`config.mk`:
```
export PLATFORM = sky130hd
export DESIGN_NAME = scope_trigger_capture_control_unit
export DESIGN_NICKNAME = d
export VERILOG_FILES = /design/src/rtl/stcc_pkg.sv /design/src/rtl/stcc_edge.sv /design/src/rtl/stcc_scale.sv /design/src/rtl/stcc_fsm.sv /design/src/rtl/scope_trigger_capture_control_unit.sv
export VERILOG_INCLUDE_DIRS = /design/src /design/src/rtl
export SDC_FILE = /design/constraint.sdc
export NUM_CORES = 1
export LEC_CHECK = 0
export BUFFER_PORTS_ARGS = -buffer_cell sky130_fd_sc_hd__buf_2
export CAP_MARGIN = 40
export CORE_MARGIN = 1
export CORE_UTILIZATION = 45
export CTS_BUF_LIST = sky130_fd_sc_hd__clkbuf_8
export DETAILED_ROUTE_END_ITERATION = 8
export PLACE_DENSITY = 0.65
export SETUP_SLACK_MARGIN = 0.2
export SYNTH_ARGS = -nofsm -noshare
export SYNTH_HDL_FRONTEND = slang
export SYNTH_SLANG_ARGS = --single-unit
```
`constraint.sdc`:
```
create_clock -name i_clk -period 8.1 [get_ports i_clk]
set_clock_uncertainty 0.05 [all_clocks]
set_input_delay 1.62 -clock i_clk [delete_from_list [all_inputs] [get_ports i_clk]]
set_output_delay 1.62 -clock i_clk [all_outputs]
set_load 0.1 [all_outputs]
```
`src/rtl/scope_trigger_capture_control_unit_defines.svh`:
```
// Assertion macros for the scope trigger capture control unit.
// Define NO_ASSERTIONS to compile every assertion away.
`ifndef SCOPE_TRIGGER_CAPTURE_CONTROL_UNIT_DEFINES_SVH
`define SCOPE_TRIGGER_CAPTURE_CONTROL_UNIT_DEFINES_SVH

`ifndef NO_ASSERTIONS
// Checked only outside reset.
`define STCC_ASSERT(lbl, prop, msg) \
    lbl: assert property (@(posedge i_clk) disable iff (!i_rst_n) prop) else $error(msg);
// Checked at every edge, reset included.
`define STCC_ASSERT_RST(lbl, prop, msg) \
    lbl: assert property (@(posedge i_clk) prop) else $error(msg);
`else
`define STCC_ASSERT(lbl, prop, msg)
`define STCC_ASSERT_RST(lbl, prop, msg)
`endif

`endif

```
`src/rtl/stcc_pkg.sv`:
```
package stcc_pkg;

    // Default parameter values
    localparam int DEF_BUFFER_DEPTH = 4096;
    localparam int DEF_SAMPLE_BITS  = 16;

    // Fixed field widths
    localparam int SCALED_W   = 26;
    localparam int RATIO_W    = 10;
    localparam int LEVEL_W    = 16;
    localparam int FLEN_W     = 13;
    localparam int CFG_IDX_W  = 3;
    localparam int CFG_DATA_W = 16;

    localparam logic [FLEN_W-1:0]  FLEN_RESET  = FLEN_W'(4096);
    localparam logic [RATIO_W-1:0] RATIO_RESET = RATIO_W'(1);

    // Item codes
    localparam logic [1:0] MODE_SAMPLE = 2'd0;
    localparam logic [1:0] MODE_EXT    = 2'd1;
    localparam logic [1:0] MODE_PAUSE  = 2'd2;
    localparam logic [1:0] MODE_RUN    = 2'd3;

    // Trigger modes
    localparam logic [1:0] TRIG_FREE   = 2'd0;
    localparam logic [1:0] TRIG_AUTO   = 2'd1;
    localparam logic [1:0] TRIG_SINGLE = 2'd2;

    // Edge selection
    localparam logic [1:0] EDGE_RISE   = 2'd0;
    localparam logic [1:0] EDGE_FALL   = 2'd1;
    localparam logic [1:0] EDGE_EITHER = 2'd2;

    // Reported run state
    localparam logic [1:0] RUN_WAIT    = 2'd0;
    localparam logic [1:0] RUN_CAPTURE = 2'd1;
    localparam logic [1:0] RUN_PAUSED  = 2'd2;

    // Register indexes
    localparam logic [CFG_IDX_W-1:0] REG_TRIG_MODE   = 3'd0;
    localparam logic [CFG_IDX_W-1:0] REG_TRIG_SOURCE = 3'd1;
    localparam logic [CFG_IDX_W-1:0] REG_TRIG_EDGE   = 3'd2;
    localparam logic [CFG_IDX_W-1:0] REG_TRIG_LEVEL  = 3'd3;
    localparam logic [CFG_IDX_W-1:0] REG_RATIO_ONE   = 3'd4;
    localparam logic [CFG_IDX_W-1:0] REG_RATIO_TWO   = 3'd5;
    localparam logic [CFG_IDX_W-1:0] REG_FRAME_LEN   = 3'd6;

    // Per-item status from the control unit
    typedef struct packed {
        logic [1:0] run_state;
        logic       write_valid;
        logic       edge_found;
        logic       frame_done;
        logic       entered_pause;
    } t_status;

endpackage

```
`src/rtl/stcc_edge.sv`:
```
module stcc_edge #(
    parameter int SAMPLE_BITS = stcc_pkg::DEF_SAMPLE_BITS
) (
    input  logic                                i_clk,
    input  logic                                i_rst_n,
    input  logic                                i_load,
    input  logic signed [SAMPLE_BITS-1:0]       i_sample_one,
    input  logic signed [SAMPLE_BITS-1:0]       i_sample_two,
    input  logic                                i_source,
    input  logic [1:0]                          i_edge_sel,
    input  logic signed [stcc_pkg::LEVEL_W-1:0] i_level,
    output logic                                o_hit
);

    localparam int CMP_W = (SAMPLE_BITS > stcc_pkg::LEVEL_W) ? SAMPLE_BITS : stcc_pkg::LEVEL_W;

    logic signed [SAMPLE_BITS-1:0] r_prev_one;
    logic signed [SAMPLE_BITS-1:0] r_prev_two;
    logic signed [CMP_W-1:0]       w_cur;
    logic signed [CMP_W-1:0]       w_prv;
    logic signed [CMP_W-1:0]       w_lvl;
    logic                          w_rise;
    logic                          w_fall;

    assign w_cur = i_source ? CMP_W'(i_sample_two) : CMP_W'(i_sample_one);
    assign w_prv = i_source ? CMP_W'(r_prev_two) : CMP_W'(r_prev_one);
    assign w_lvl = CMP_W'(i_level);

    // equality on either side counts as a crossing
    assign w_rise = (w_prv <= w_lvl) && (w_cur >= w_lvl);
    assign w_fall = (w_prv >= w_lvl) && (w_cur <= w_lvl);

    always_comb begin
        case (i_edge_sel)
            stcc_pkg::EDGE_RISE: o_hit = w_rise;
            stcc_pkg::EDGE_FALL: o_hit = w_fall;
            default:             o_hit = w_rise || w_fall;
        endcase
    end

    always_ff @(posedge i_clk) begin
        if (!i_rst_n) begin
            r_prev_one <= '0;
            r_prev_two <= '0;
        end else if (i_load) begin
            r_prev_one <= i_sample_one;
            r_prev_two <= i_sample_two;
        end
    end

endmodule

```
`src/rtl/stcc_scale.sv`:
```
module stcc_scale #(
    parameter int SAMPLE_BITS = stcc_pkg::DEF_SAMPLE_BITS
) (
    input  logic signed [SAMPLE_BITS-1:0]        i_sample,
    input  logic [stcc_pkg::RATIO_W-1:0]         i_ratio,
    output logic signed [stcc_pkg::SCALED_W-1:0] o_scaled
);

    localparam int PROD_W = SAMPLE_BITS + stcc_pkg::RATIO_W + 1;
    localparam int EXT_W  = (PROD_W > stcc_pkg::SCALED_W + 1) ? PROD_W : stcc_pkg::SCALED_W + 1;
    localparam logic signed [EXT_W-1:0] SAT_MAX = EXT_W'(2 ** (stcc_pkg::SCALED_W - 1) - 1);
    localparam logic signed [EXT_W-1:0] SAT_MIN = EXT_W'(-(2 ** (stcc_pkg::SCALED_W - 1)));

    logic signed [EXT_W-1:0] w_sample;
    logic signed [EXT_W-1:0] w_ratio;
    logic signed [EXT_W-1:0] w_prod;

    assign w_sample = EXT_W'(i_sample);
    assign w_ratio  = EXT_W'(i_ratio);
    assign w_prod   = w_sample * w_ratio;

    // clip to the result range
    always_comb begin
        if (w_prod > SAT_MAX) begin
            o_scaled = SAT_MAX[stcc_pkg::SCALED_W-1:0];
        end else if (w_prod < SAT_MIN) begin
            o_scaled = SAT_MIN[stcc_pkg::SCALED_W-1:0];
        end else begin
            o_scaled = w_prod[stcc_pkg::SCALED_W-1:0];
        end
    end

endmodule

```
`src/rtl/stcc_fsm.sv`:
```
`include "scope_trigger_capture_control_unit_defines.svh"

module stcc_fsm #(
    parameter int BUFFER_DEPTH = stcc_pkg::DEF_BUFFER_DEPTH,
    localparam int ADDR_W      = $clog2(BUFFER_DEPTH)
) (
    input  logic                              i_clk,
    input  logic                              i_rst_n,
    input  logic                              i_advance,
    input  logic [1:0]                        i_mode,
    input  logic                              i_hit,
    input  logic [1:0]                        i_trig_mode,
    input  logic [stcc_pkg::FLEN_W-1:0]       i_frame_len,
    output stcc_pkg::t_status                 o_status,
    output logic [ADDR_W-1:0]                 o_addr
);

    localparam int LEN_W = (stcc_pkg::FLEN_W > ADDR_W + 1) ? stcc_pkg::FLEN_W : ADDR_W + 1;

    typedef enum logic [1:0] {
        ST_WAIT    = 2'd0,
        ST_CAPTURE = 2'd1,
        ST_PAUSED  = 2'd2
    } t_run_state;

    t_run_state        r_state;
    t_run_state        n_state;
    t_run_state        w_mid_state;
    logic [ADDR_W-1:0] r_pos;
    logic [ADDR_W-1:0] n_pos;
    logic [LEN_W-1:0]  w_len_ext;
    logic [LEN_W-1:0]  w_eff_len;
    logic [LEN_W-1:0]  w_pos_inc;
    logic              w_wrap;

    // zero length acts as one, oversize clips to the buffer depth
    assign w_len_ext = LEN_W'(i_frame_len);
    assign w_eff_len = (w_len_ext == '0) ? LEN_W'(1)
                     : (w_len_ext > LEN_W'(BUFFER_DEPTH)) ? LEN_W'(BUFFER_DEPTH)
                     : w_len_ext;
    assign w_pos_inc = LEN_W'(r_pos) + LEN_W'(1);
    assign w_wrap    = !(w_pos_inc < w_eff_len);

    // a trigger arms capture before the same pair is stored
    assign w_mid_state = (i_hit && (r_state == ST_WAIT)) ? ST_CAPTURE : r_state;

    always_comb begin
        n_state                = r_state;
        n_pos                  = r_pos;
        o_addr                 = '0;
        o_status.write_valid   = 1'b0;
        o_status.edge_found    = 1'b0;
        o_status.frame_done    = 1'b0;
        o_status.entered_pause = 1'b0;
        case (i_mode)
            stcc_pkg::MODE_SAMPLE: begin
                o_status.edge_found = i_hit;
                n_state             = w_mid_state;
                if (w_mid_state == ST_CAPTURE) begin
                    o_status.write_valid = 1'b1;
                    o_addr               = r_pos;
                    if (!w_wrap) begin
                        n_pos = r_pos + ADDR_W'(1);
                    end else begin
                        n_pos               = '0;
                        o_status.frame_done = 1'b1;
                        case (i_trig_mode)
                            stcc_pkg::TRIG_AUTO: n_state = ST_WAIT;
                            stcc_pkg::TRIG_SINGLE: begin
                                n_state                = ST_PAUSED;
                                o_status.entered_pause = 1'b1;
                            end
                            default: n_state = ST_CAPTURE;
                        endcase
                    end
                end
            end
            stcc_pkg::MODE_EXT: begin
                o_status.edge_found = 1'b1;
                if (r_state == ST_WAIT) begin
                    n_state = ST_CAPTURE;
                end
            end
            stcc_pkg::MODE_PAUSE: begin
                if (r_state != ST_PAUSED) begin
                    n_state                = ST_PAUSED;
                    o_status.entered_pause = 1'b1;
                end
            end
            default: begin
                if (r_state == ST_PAUSED) begin
                    n_state = ((i_trig_mode == stcc_pkg::TRIG_AUTO)
                               || (i_trig_mode == stcc_pkg::TRIG_SINGLE)) ? ST_WAIT : ST_CAPTURE;
                end
            end
        endcase
        o_status.run_state = n_state;
    end

    always_ff @(posedge i_clk) begin
        if (!i_rst_n) begin
            r_state <= ST_CAPTURE;
            r_pos   <= '0;
        end else if (i_advance) begin
            r_state <= n_state;
            r_pos   <= n_pos;
        end
    end

    `STCC_ASSERT(a_pos_in_buffer, r_pos <= ADDR_W'(BUFFER_DEPTH - 1), "write position beyond buffer")
    `STCC_ASSERT(a_hold_when_stalled, !i_advance |=> $stable(r_pos), "position moved without an item")

endmodule

```
`src/rtl/scope_trigger_capture_control_unit.sv`:
```
// An item taken in passes the input register and then the result register before it shows at o_out_valid.
// Throughput: one item per cycle; the path runs input register, edge check or 16x10 multiply
// with clipping, output register. A stalled output holds the result and the input register.
// Reset (synchronous, active low): both stages empty, capturing at position zero, previous
// samples zero, registers at their reset values (ratios one, frame length 4096).
`include "scope_trigger_capture_control_unit_defines.svh"

module scope_trigger_capture_control_unit #(
    parameter int BUFFER_DEPTH = stcc_pkg::DEF_BUFFER_DEPTH,
    parameter int SAMPLE_BITS  = stcc_pkg::DEF_SAMPLE_BITS,
    localparam int ADDR_W      = $clog2(BUFFER_DEPTH)
) (
    input  logic                                 i_clk,
    input  logic                                 i_rst_n,

    // register write port
    input  logic                                 i_cfg_we,
    input  logic [stcc_pkg::CFG_IDX_W-1:0]       i_cfg_idx,
    input  logic [stcc_pkg::CFG_DATA_W-1:0]      i_cfg_data,

    // item channel
    input  logic                                 i_in_valid,
    output logic                                 o_in_ready,
    input  logic [1:0]                           i_mode,
    input  logic signed [SAMPLE_BITS-1:0]        i_sample_one,
    input  logic signed [SAMPLE_BITS-1:0]        i_sample_two,

    // result channel
    output logic                                 o_out_valid,
    input  logic                                 i_out_ready,
    output logic [1:0]                           o_run_state_now,
    output logic                                 o_write_valid,
    output logic [ADDR_W-1:0]                    o_write_address,
    output logic signed [stcc_pkg::SCALED_W-1:0] o_scaled_one,
    output logic signed [stcc_pkg::SCALED_W-1:0] o_scaled_two,
    output logic                                 o_edge_found,
    output logic                                 o_frame_done,
    output logic                                 o_entered_pause
);

    // configuration registers
    logic [1:0]                          r_trig_mode;
    logic                                r_trig_source;
    logic [1:0]                          r_trig_edge;
    logic signed [stcc_pkg::LEVEL_W-1:0] r_trig_level;
    logic [stcc_pkg::RATIO_W-1:0]        r_ratio_one;
    logic [stcc_pkg::RATIO_W-1:0]        r_ratio_two;
    logic [stcc_pkg::FLEN_W-1:0]         r_frame_len;

    // input stage
    logic                          r_in_valid;
    logic [1:0]                    r_in_mode;
    logic signed [SAMPLE_BITS-1:0] r_in_one;
    logic signed [SAMPLE_BITS-1:0] r_in_two;

    // result stage
    logic                                 r_out_valid;
    stcc_pkg::t_status                    r_out_status;
    logic [ADDR_W-1:0]                    r_out_addr;
    logic signed [stcc_pkg::SCALED_W-1:0] r_out_one;
    logic signed [stcc_pkg::SCALED_W-1:0] r_out_two;

    logic                                 w_advance;
    logic                                 w_hit;
    stcc_pkg::t_status                    w_status;
    logic [ADDR_W-1:0]                    w_addr;
    logic signed [stcc_pkg::SCALED_W-1:0] w_scaled_one;
    logic signed [stcc_pkg::SCALED_W-1:0] w_scaled_two;

    // Move the held item into the result stage when that stage is empty or being drained.
    assign w_advance  = r_in_valid && (!r_out_valid || i_out_ready);
    assign o_in_ready = !r_in_valid || w_advance;

    always_ff @(posedge i_clk) begin
        if (!i_rst_n) begin
            r_trig_mode   <= stcc_pkg::TRIG_FREE;
            r_trig_source <= 1'b0;
            r_trig_edge   <= stcc_pkg::EDGE_RISE;
            r_trig_level  <= '0;
            r_ratio_one   <= stcc_pkg::RATIO_RESET;
            r_ratio_two   <= stcc_pkg::RATIO_RESET;
            r_frame_len   <= stcc_pkg::FLEN_RESET;
        end else if (i_cfg_we) begin
            // drop writes to unknown indexes
            case (i_cfg_idx)
                stcc_pkg::REG_TRIG_MODE:   r_trig_mode   <= i_cfg_data[1:0];
                stcc_pkg::REG_TRIG_SOURCE: r_trig_source <= i_cfg_data[0];
                stcc_pkg::REG_TRIG_EDGE:   r_trig_edge   <= i_cfg_data[1:0];
                stcc_pkg::REG_TRIG_LEVEL:  r_trig_level  <= i_cfg_data[stcc_pkg::LEVEL_W-1:0];
                stcc_pkg::REG_RATIO_ONE:   r_ratio_one   <= i_cfg_data[stcc_pkg::RATIO_W-1:0];
                stcc_pkg::REG_RATIO_TWO:   r_ratio_two   <= i_cfg_data[stcc_pkg::RATIO_W-1:0];
                stcc_pkg::REG_FRAME_LEN:   r_frame_len   <= i_cfg_data[stcc_pkg::FLEN_W-1:0];
                default: ;
            endcase
        end
    end

    // Input stage: take a transfer whenever the stage frees up this cycle.
    always_ff @(posedge i_clk) begin
        if (!i_rst_n) begin
            r_in_valid <= 1'b0;
        end else if (o_in_ready) begin
            r_in_valid <= i_in_valid;
        end
    end

    always_ff @(posedge i_clk) begin
        if (o_in_ready && i_in_valid) begin
            r_in_mode <= i_mode;
            r_in_one  <= i_sample_one;
            r_in_two  <= i_sample_two;
        end
    end

    // Crossing check on raw samples; previous pair advances on every sample item.
    stcc_edge #(
        .SAMPLE_BITS (SAMPLE_BITS)
    ) u_edge (
        .i_clk        (i_clk),
        .i_rst_n      (i_rst_n),
        .i_load       (w_advance && (r_in_mode == stcc_pkg::MODE_SAMPLE)),
        .i_sample_one (r_in_one),
        .i_sample_two (r_in_two),
        .i_source     (r_trig_source),
        .i_edge_sel   (r_trig_edge),
        .i_level      (r_trig_level),
        .o_hit        (w_hit)
    );

    stcc_scale #(
        .SAMPLE_BITS (SAMPLE_BITS)
    ) u_scale_one (
        .i_sample (r_in_one),
        .i_ratio  (r_ratio_one),
        .o_scaled (w_scaled_one)
    );

    stcc_scale #(
        .SAMPLE_BITS (SAMPLE_BITS)
    ) u_scale_two (
        .i_sample (r_in_two),
        .i_ratio  (r_ratio_two),
        .o_scaled (w_scaled_two)
    );

    // Run state and write position; they advance only when an item moves on.
    stcc_fsm #(
        .BUFFER_DEPTH (BUFFER_DEPTH)
    ) u_fsm (
        .i_clk       (i_clk),
        .i_rst_n     (i_rst_n),
        .i_advance   (w_advance),
        .i_mode      (r_in_mode),
        .i_hit       (w_hit),
        .i_trig_mode (r_trig_mode),
        .i_frame_len (r_frame_len),
        .o_status    (w_status),
        .o_addr      (w_addr)
    );

    // Result stage: fill on advance, empty once the consumer takes the transfer.
    always_ff @(posedge i_clk) begin
        if (!i_rst_n) begin
            r_out_valid <= 1'b0;
        end else if (w_advance) begin
            r_out_valid <= 1'b1;
        end else if (i_out_ready) begin
            r_out_valid <= 1'b0;
        end
    end

    // Scaled values read zero when nothing is written.
    always_ff @(posedge i_clk) begin
        if (w_advance) begin
            r_out_status <= w_status;
            r_out_addr   <= w_addr;
            r_out_one    <= w_status.write_valid ? w_scaled_one : '0;
            r_out_two    <= w_status.write_valid ? w_scaled_two : '0;
        end
    end

    assign o_out_valid     = r_out_valid;
    assign o_run_state_now = r_out_status.run_state;
    assign o_write_valid   = r_out_status.write_valid;
    assign o_write_address = r_out_addr;
    assign o_scaled_one    = r_out_one;
    assign o_scaled_two    = r_out_two;
    assign o_edge_found    = r_out_status.edge_found;
    assign o_frame_done    = r_out_status.frame_done;
    assign o_entered_pause = r_out_status.entered_pause;

    `STCC_ASSERT_RST(a_reset_empties, !i_rst_n |=> !o_out_valid, "result valid after reset")
    `STCC_ASSERT(a_pause_state, o_out_valid && o_entered_pause |-> o_run_state_now == stcc_pkg::RUN_PAUSED, "pause flag without paused state")
    `STCC_ASSERT(a_done_needs_write, o_out_valid && o_frame_done |-> o_write_valid, "frame done without a write")
    `STCC_ASSERT(a_idle_payload_zero, o_out_valid && !o_write_valid |-> o_write_address == '0 && o_scaled_one == '0 && o_scaled_two == '0, "payload not zero without a write")

endmodule
```
-- Word level (Yosys, flattened, before mapping)
Cells that the tools add are included.
- logic and storage cells: 113
- output and inout bits: 72
- bits in registers: 206
- bits of input ports: 58
- bitwise gates (word level): 1
- add/subtract/negate cells: 2
- multiplexer cells: 29
- equal/unequal tests: 14
- reduce and logical (&&, ||, !) cells: 29
- order comparisons: 10
- multiply operators: 2
- operator list (cell ; count):
    $gt 27x26->1 const B ; 2
    $lt 27x26->1 const B ; 2
    $mul 16x11->27 ; 2
    $mux 26 ; 2
    $mux 25 ; 2
    $ge 16x16->1 ; 2
    $le 16x16->1 ; 2
    $mux 16 ; 2
    $mux 13 ; 2
    $reduce_and 2->1 ; 8
    $mux 2 ; 7
    $add 12x1->13 const B ; 1
    $gt 13x13->1 const B ; 1
    $logic_not 13->1 ; 1
    $lt 13x13->1 ; 1
    $add 12x1->12 const B ; 1
    $mux 12 ; 1
    $eq 3x3->1 const B ; 3
    $eq 2x1->1 const B ; 4
    $mux 1 ; 8
    $eq 2x2->1 const B ; 3
    $eq 3x2->1 const B ; 2
    $logic_and 1x1->1 ; 6
    $logic_not 2->1 ; 3
    other kinds (12) ; 19

-- Depth between registers and ports, before layout
- depth in word-level cells: 12
- depth in mapped cells: 25
- mapped depth without buffers: 21

-- Cells and area by module
A second synthesis with hierarchy kept.
- cell total of the unflattened synthesis: 2347
- area, all modules: 22540.4 um^2
- modules (own cells, without submodules) (module ; area each (um^2) ; sequential area each (um^2) ; cells an instance ; times used):
    stcc_scale (u_scale_one) ; 6603.8 ; 0.0 ; 787 ; 1
    stcc_scale (u_scale_two) ; 6422.4 ; 0.0 ; 756 ; 1
    scope_trigger_capture_control_unit ; 5649.2 ; 4244.1 ; 372 ; 1
    stcc_edge ; 2417.3 ; 640.6 ; 246 ; 1
    stcc_fsm ; 1447.6 ; 280.3 ; 186 ; 1

-- Worst setup path before layout
Ideal clock, no wire load.
- kind: register to register
- start point: register r_in_two[5]
- end point: register r_out_two (netlist bit o_scaled_two[14]), data pin
- slack: 1774 ps
- clock period less this slack: 6326 ps
- setup time: 262 ps
- required time: 7788 ps
- arrival time: 6014 ps
- path buffers: 2
- stages on the path, launching flop included: 23
- cell sequence: edfxtp_1 > clkbuf_1 > and2_1 > fa_1 > inv_1 > fa_1 > inv_1 > fa_1 > fa_1 > inv_1 > fa_1 > inv_1 > ha_1 > a211oi_1 > nand2_1 > or3_1 > a21oi_1 > nor3_1 > o311ai_0 > o31ai_4 > nand3_1 > buf_2 > o21ai_0
- cells in the longest elaborated chain, start to end: 10
- elaborated cells between the ends (all ways): 17
- those cells by class: mul (1); order compare (4); eq/ne (1); mux (7); reduce/logical (4)
- ends and longest elaborated chain (item ; RTL line ; text):
    from (decl) ; scope_trigger_capture_control_unit.sv:54 ; logic signed [SAMPLE_BITS-1:0] r_in_two;
    from (signal assigned) ; scope_trigger_capture_control_unit.sv:111 ; r_in_two <= i_sample_two;
    branches (longest 10 deep; another with $mul 16x11->27) ; - ;
    to (signal assigned) ; scope_trigger_capture_control_unit.sv:178 ; r_out_two <= w_status.write_valid ? w_scaled_two : '0;
    to (decl) ; scope_trigger_capture_control_unit.sv:61 ; logic signed [stcc_pkg::SCALED_W-1:0] r_out_two;
Several ways; the timed one is not identified.
A chain may end at the register's enable or synchronous reset.

-- Worst setup path in the final report
- start point: register r_ratio_two[3] (netlist bit)
- end point: register r_out_two (netlist bit o_scaled_two[22]), data pin
- cells in the longest elaborated chain, start to end: 4
- elaborated cells between the ends (all ways): 5
- those cells by class: mul (1); order compare (2); mux (2)
- ends and longest elaborated chain (item ; RTL line ; text):
    from (decl) ; scope_trigger_capture_control_unit.sv:47 ; logic [stcc_pkg::RATIO_W-1:0] r_ratio_two;
    from (signal assigned) ; scope_trigger_capture_control_unit.sv:81 ; r_ratio_two <= stcc_pkg::RATIO_RESET;
    from (signal assigned) ; scope_trigger_capture_control_unit.sv:91 ; stcc_pkg::REG_RATIO_TWO: r_ratio_two <= i_cfg_data[stcc_pkg::RATIO_W-1:0];
    $mul 16x11->27 * ; stcc_scale.sv:20 ; assign w_prod = w_sample * w_ratio;
    $lt 27x26->1 ; stcc_scale.sv:26 ; end else if (w_prod < SAT_MIN) begin
    $mux 26 ; stcc_scale.sv:26 ;
    $mux 25 * ; stcc_scale.sv:24 ; if (w_prod > SAT_MAX) begin
Mark *: on every way between the ends. The rest lies on a longest branch, timed or not.

==> results.sh <==
export IMPL_grt_ovfl_total=0
export IMPL_routedWlPerCell_um=16.5
export IMPL_synthTopCellsByArea="fa_1 27%, edfxtp_1 14%, ha_1 9.6%"
export IMPL_drc=0
export IMPL_syn_cell_area_um2=21900
export IMPL_post_cts_buffers=0
export IMPL_path_delay_family="adder cells"
export IMPL_clock_sinks=206
export IMPL_synth_ff_type="edfxtp_1"
export IMPL_synth_area_per_cell_um2=9.22
export IMPL_startpoint_type="flop"
export IMPL_cts_resized=0
export IMPL_r2r_setup_slack_ns=0.91
export IMPL_synth_edf_count=104
export IMPL_relSlewSlack=0.388
export IMPL_synth_seq_cells=206
export IMPL_syn_nets=2888
export IMPL_max_cap_violations=0
export IMPL_p_per_area_nw_per_um2=137
export IMPL_critPathMaxFanout=19
export IMPL_fin_tns_setup_ns=0
export IMPL_grt_pass1_vias=17100
export IMPL_io_buffer_count=129
export IMPL_synth_top_area_frac=0.266
export IMPL_reg2reg_from="r_ratio_two[3]"
export IMPL_num_vias=16200
export IMPL_arrival_ns=7.56
export IMPL_ys_warn_count=0
export IMPL_nets=2965
export IMPL_crit_cells=19
export IMPL_vias_per_cell=5.23
export IMPL_drt_pre_antenna_iters=5
export IMPL_cts_tree="yes"
export IMPL_crit_slowest_cell="dfxtp_1"
export IMPL_finalSetupViolCount=0
export IMPL_grt_use_total=0.217
export IMPL_synthArstFlopShare=0
export IMPL_clk_pin_slew_worst_paths_ns=0.06
export IMPL_postCtsHoldBufs=0
export IMPL_grt_max_degree=99
export IMPL_initial_core_util=0.457
export IMPL_ff2ff_path_depth=19
export IMPL_p_leak_nw=11.6
export IMPL_yosysTopAreaCell="fa_1"
export IMPL_rows=80
export IMPL_crit_top_cell="fa_1"
export IMPL_cts_root_buf="clkbuf_8"
export IMPL_hp_class="reg -> reg"
export IMPL_boundaryPins=130
export IMPL_setup_worst_path_class="reg -> reg"
export IMPL_core_area_um2=47800
export IMPL_dp_hpwl_um=39700
export IMPL_grt_pass1_wl_um=86000
export IMPL_drt_wl_total_um=51200
export IMPL_required_ns=8.47
export IMPL_placed_cell_area_um2=23000
export IMPL_fin_area_um2=23900
export IMPL_drv_slew=0
export IMPL_grt_setup_unrepaired="no"
export IMPL_r2r_end="o_scaled_two[22]"
export IMPL_clockBufferDepth=3
export IMPL_die_w_um=222
export IMPL_crit_chain="nand2_1 > fa_1 > fa_1 > inv_1 > fa_1 > fa_1 > inv_1 > fa_1 > inv_1 > ha_1 > a211oi_1 > nand2_1 > or3_1 > a21oi_1 > nor3_1 > or3_1 > o31ai_4 > nand3_1 > o21ai_0"
export IMPL_end_kind="flop"
export IMPL_grt_antenna_before_repair=3
export IMPL_max_stage_delay_ns=0.75
export IMPL_status="complete, no violations"
export IMPL_cts_made_buffers=38
export IMPL_gp_congestion=0.866
export IMPL_cp_num_buf_inv=3
export IMPL_synthCells=2372
export IMPL_fin_crit_sh=0.887
export IMPL_hold_depth=2
export IMPL_htreeDepth=2
export IMPL_ys_seq_area_frac=0.236
export IMPL_first_iter_violations=887
export IMPL_clock_latency_ns=0.61
export IMPL_worst_pin_slew_ns=0.914
export IMPL_fmax_mhz=139
export IMPL_syn_to_final_growth_pct=9.08
export IMPL_drive_gt1_frac=0.104
export IMPL_ant_nets=0
export IMPL_fp_dieH_um=222
export IMPL_synth_cell_type_count=69
export IMPL_worstHoldStart="u_edge.r_prev_one[13]"
export IMPL_hold_viol_final=0
export IMPL_finalCriticalPeriod_ns=7.19
export IMPL_min_to="u_edge.r_prev_one[13]"
export IMPL_dieArea_um2=49500
export IMPL_ir_worst_vdd_uv=125
-- worst register-to-register path, delay by kind of cell, from the launching register on --
kind | cells | cell delay (ns)
fa+ha+maj | 6 | 2.95
simple gates | 6 | 1.74
compound gates | 4 | 1.40
flops | 1 | 0.75
buf+inv | 3 | 0.14
-- registers in the layout, summed over array words and instances, names as in the netlist, 2 cells and up --
register	flops
o_write_address	12
r_in_mode	2
u_edge.r_prev_one	16
r_frame_len	13
o_scaled_one	26
r_trig_edge	2
u_edge.r_prev_two	16
r_trig_mode	2
r_in_two	16
u_fsm.r_state	2
o_run_state_now	2
r_in_one	16
r_trig_level	16
r_ratio_two	10
u_fsm.r_pos	12
o_scaled_two	26
r_ratio_one	10
-- synthesized netlist by cell type (4+ instances only) --
library cell and instances:
xor2_1 25, o211ai_1 5, xnor2_1 42, o21bai_1 10, mux2i_1 10, fa_1 290
and4_1 5, nand4_1 8, a21o_1 49, or3_1 8, a31oi_1 15, and3_1 20
nor2_1 58, dfxtp_1 102, and2_1 151, edfxtp_1 104, o21ai_0 48, clkbuf_1 101
nand3_1 20, o31ai_1 4, a21boi_0 81, buf_2 5, mux2_2 32, nor2b_1 12
or2_2 4, a211oi_1 6, nor3_1 10, nor4_1 5, nand2b_1 15, ha_1 168
o21a_1 23, a21oi_1 53, inv_1 438, nand2_1 396
-- logic make-up after synthesis --
| family | synth area share |
|---|---|
| AO/OA/AOI/OAI | 0.104 |
| multiplexers | 0.0217 |
| buffers and inverters | 0.0951 |
| adder cells (fa/ha/maj) | 0.362 |
| XOR/XNOR | 0.0268 |
| AND/OR/NAND/NOR | 0.154 |
| flip-flops | 0.236 |
-- cell usage in the layout, fill, tap and decap left out, types with 6 or more instances in the layout --
cell type / instances
a211oi_1: 6
a21boi_0: 81
a21o_1: 49
a21oi_1: 53
a31oi_1: 15
and2_1: 150
and3_1: 20
buf_2: 130
buf_4: 15
clkbuf_8: 43
dfxtp_1: 102
edfxtp_1: 104
fa_1: 290
ha_1: 168
inv_1: 449
mux2_2: 32
mux2i_1: 10
nand2_1: 396
nand2b_1: 15
nand3_1: 20
nand4_1: 8
nor2_1: 58
nor2b_1: 12
nor3_1: 9
o21a_1: 23
o21ai_0: 48
o21bai_1: 10
or3_1: 8
xnor2_1: 42
xor2_1: 25
-- power breakdown --
group / internal [mW] / switching, mW / leakage [nW]
logic: 0.315 / 0.628 / 9.29
clock network: 0.619 / 0.500 / 0.462
registers: 1.16 / 0.0605 / 1.84
total: 2.09 / 1.19 / 11.6
-- layout make-up --
class	count	area, um2
inverters	439	1650
fillers	4458	24000
repair buffers	148	822
clock buffers	43	592
flip-flops and latches	206	5160
multi-input cells	1616	14600
diodes	1	2.50
clock inverters	26	224
well taps	615	769
-- metal layers --
layer	track usage	wire length [um]
met3	0.0309	2640
met2	0.367	24700
met1	0.286	22500
met4	0.0710	1370
met5	0	23
-- per-stage QoR --
stage / hold slack, ns / power [mW] / worst slack [ns] / cells / utilization
5_1_grt: 0.432 / 3.47 / 0.436 / 3093 / 0.498
2_1_floorplan: 0.390 / 1.96 / 1.77 / 2372 / -
4_1_cts: 0.415 / 3.32 / 0.957 / 3093 / 0.498
3_5_place_dp: 0.404 / 2.18 / 0.970 / 3024 / 0.481
6_report: 0.411 / 3.28 / 0.915 / 3094 / 0.499
3_3_place_gp: 0.400 / 2.16 / 1.14 / 3019 / 0.480
-- worst max-delay path by stage --
stage,slack (ns),from,to
after detailed placement,0.97,r_in_two[5],o_scaled_two[22]
after CTS,0.96,r_in_two[5],o_scaled_two[22]
final,0.91,r_ratio_two[3],o_scaled_two[22]
after global placement,1.14,r_in_two[5],o_scaled_two[5]
after floorplan,1.77,r_in_two[5],o_scaled_two[14]
after global routing,0.44,r_ratio_two[2],o_scaled_two[22]
No activity file was read; power rests on OpenSTA's default activity.
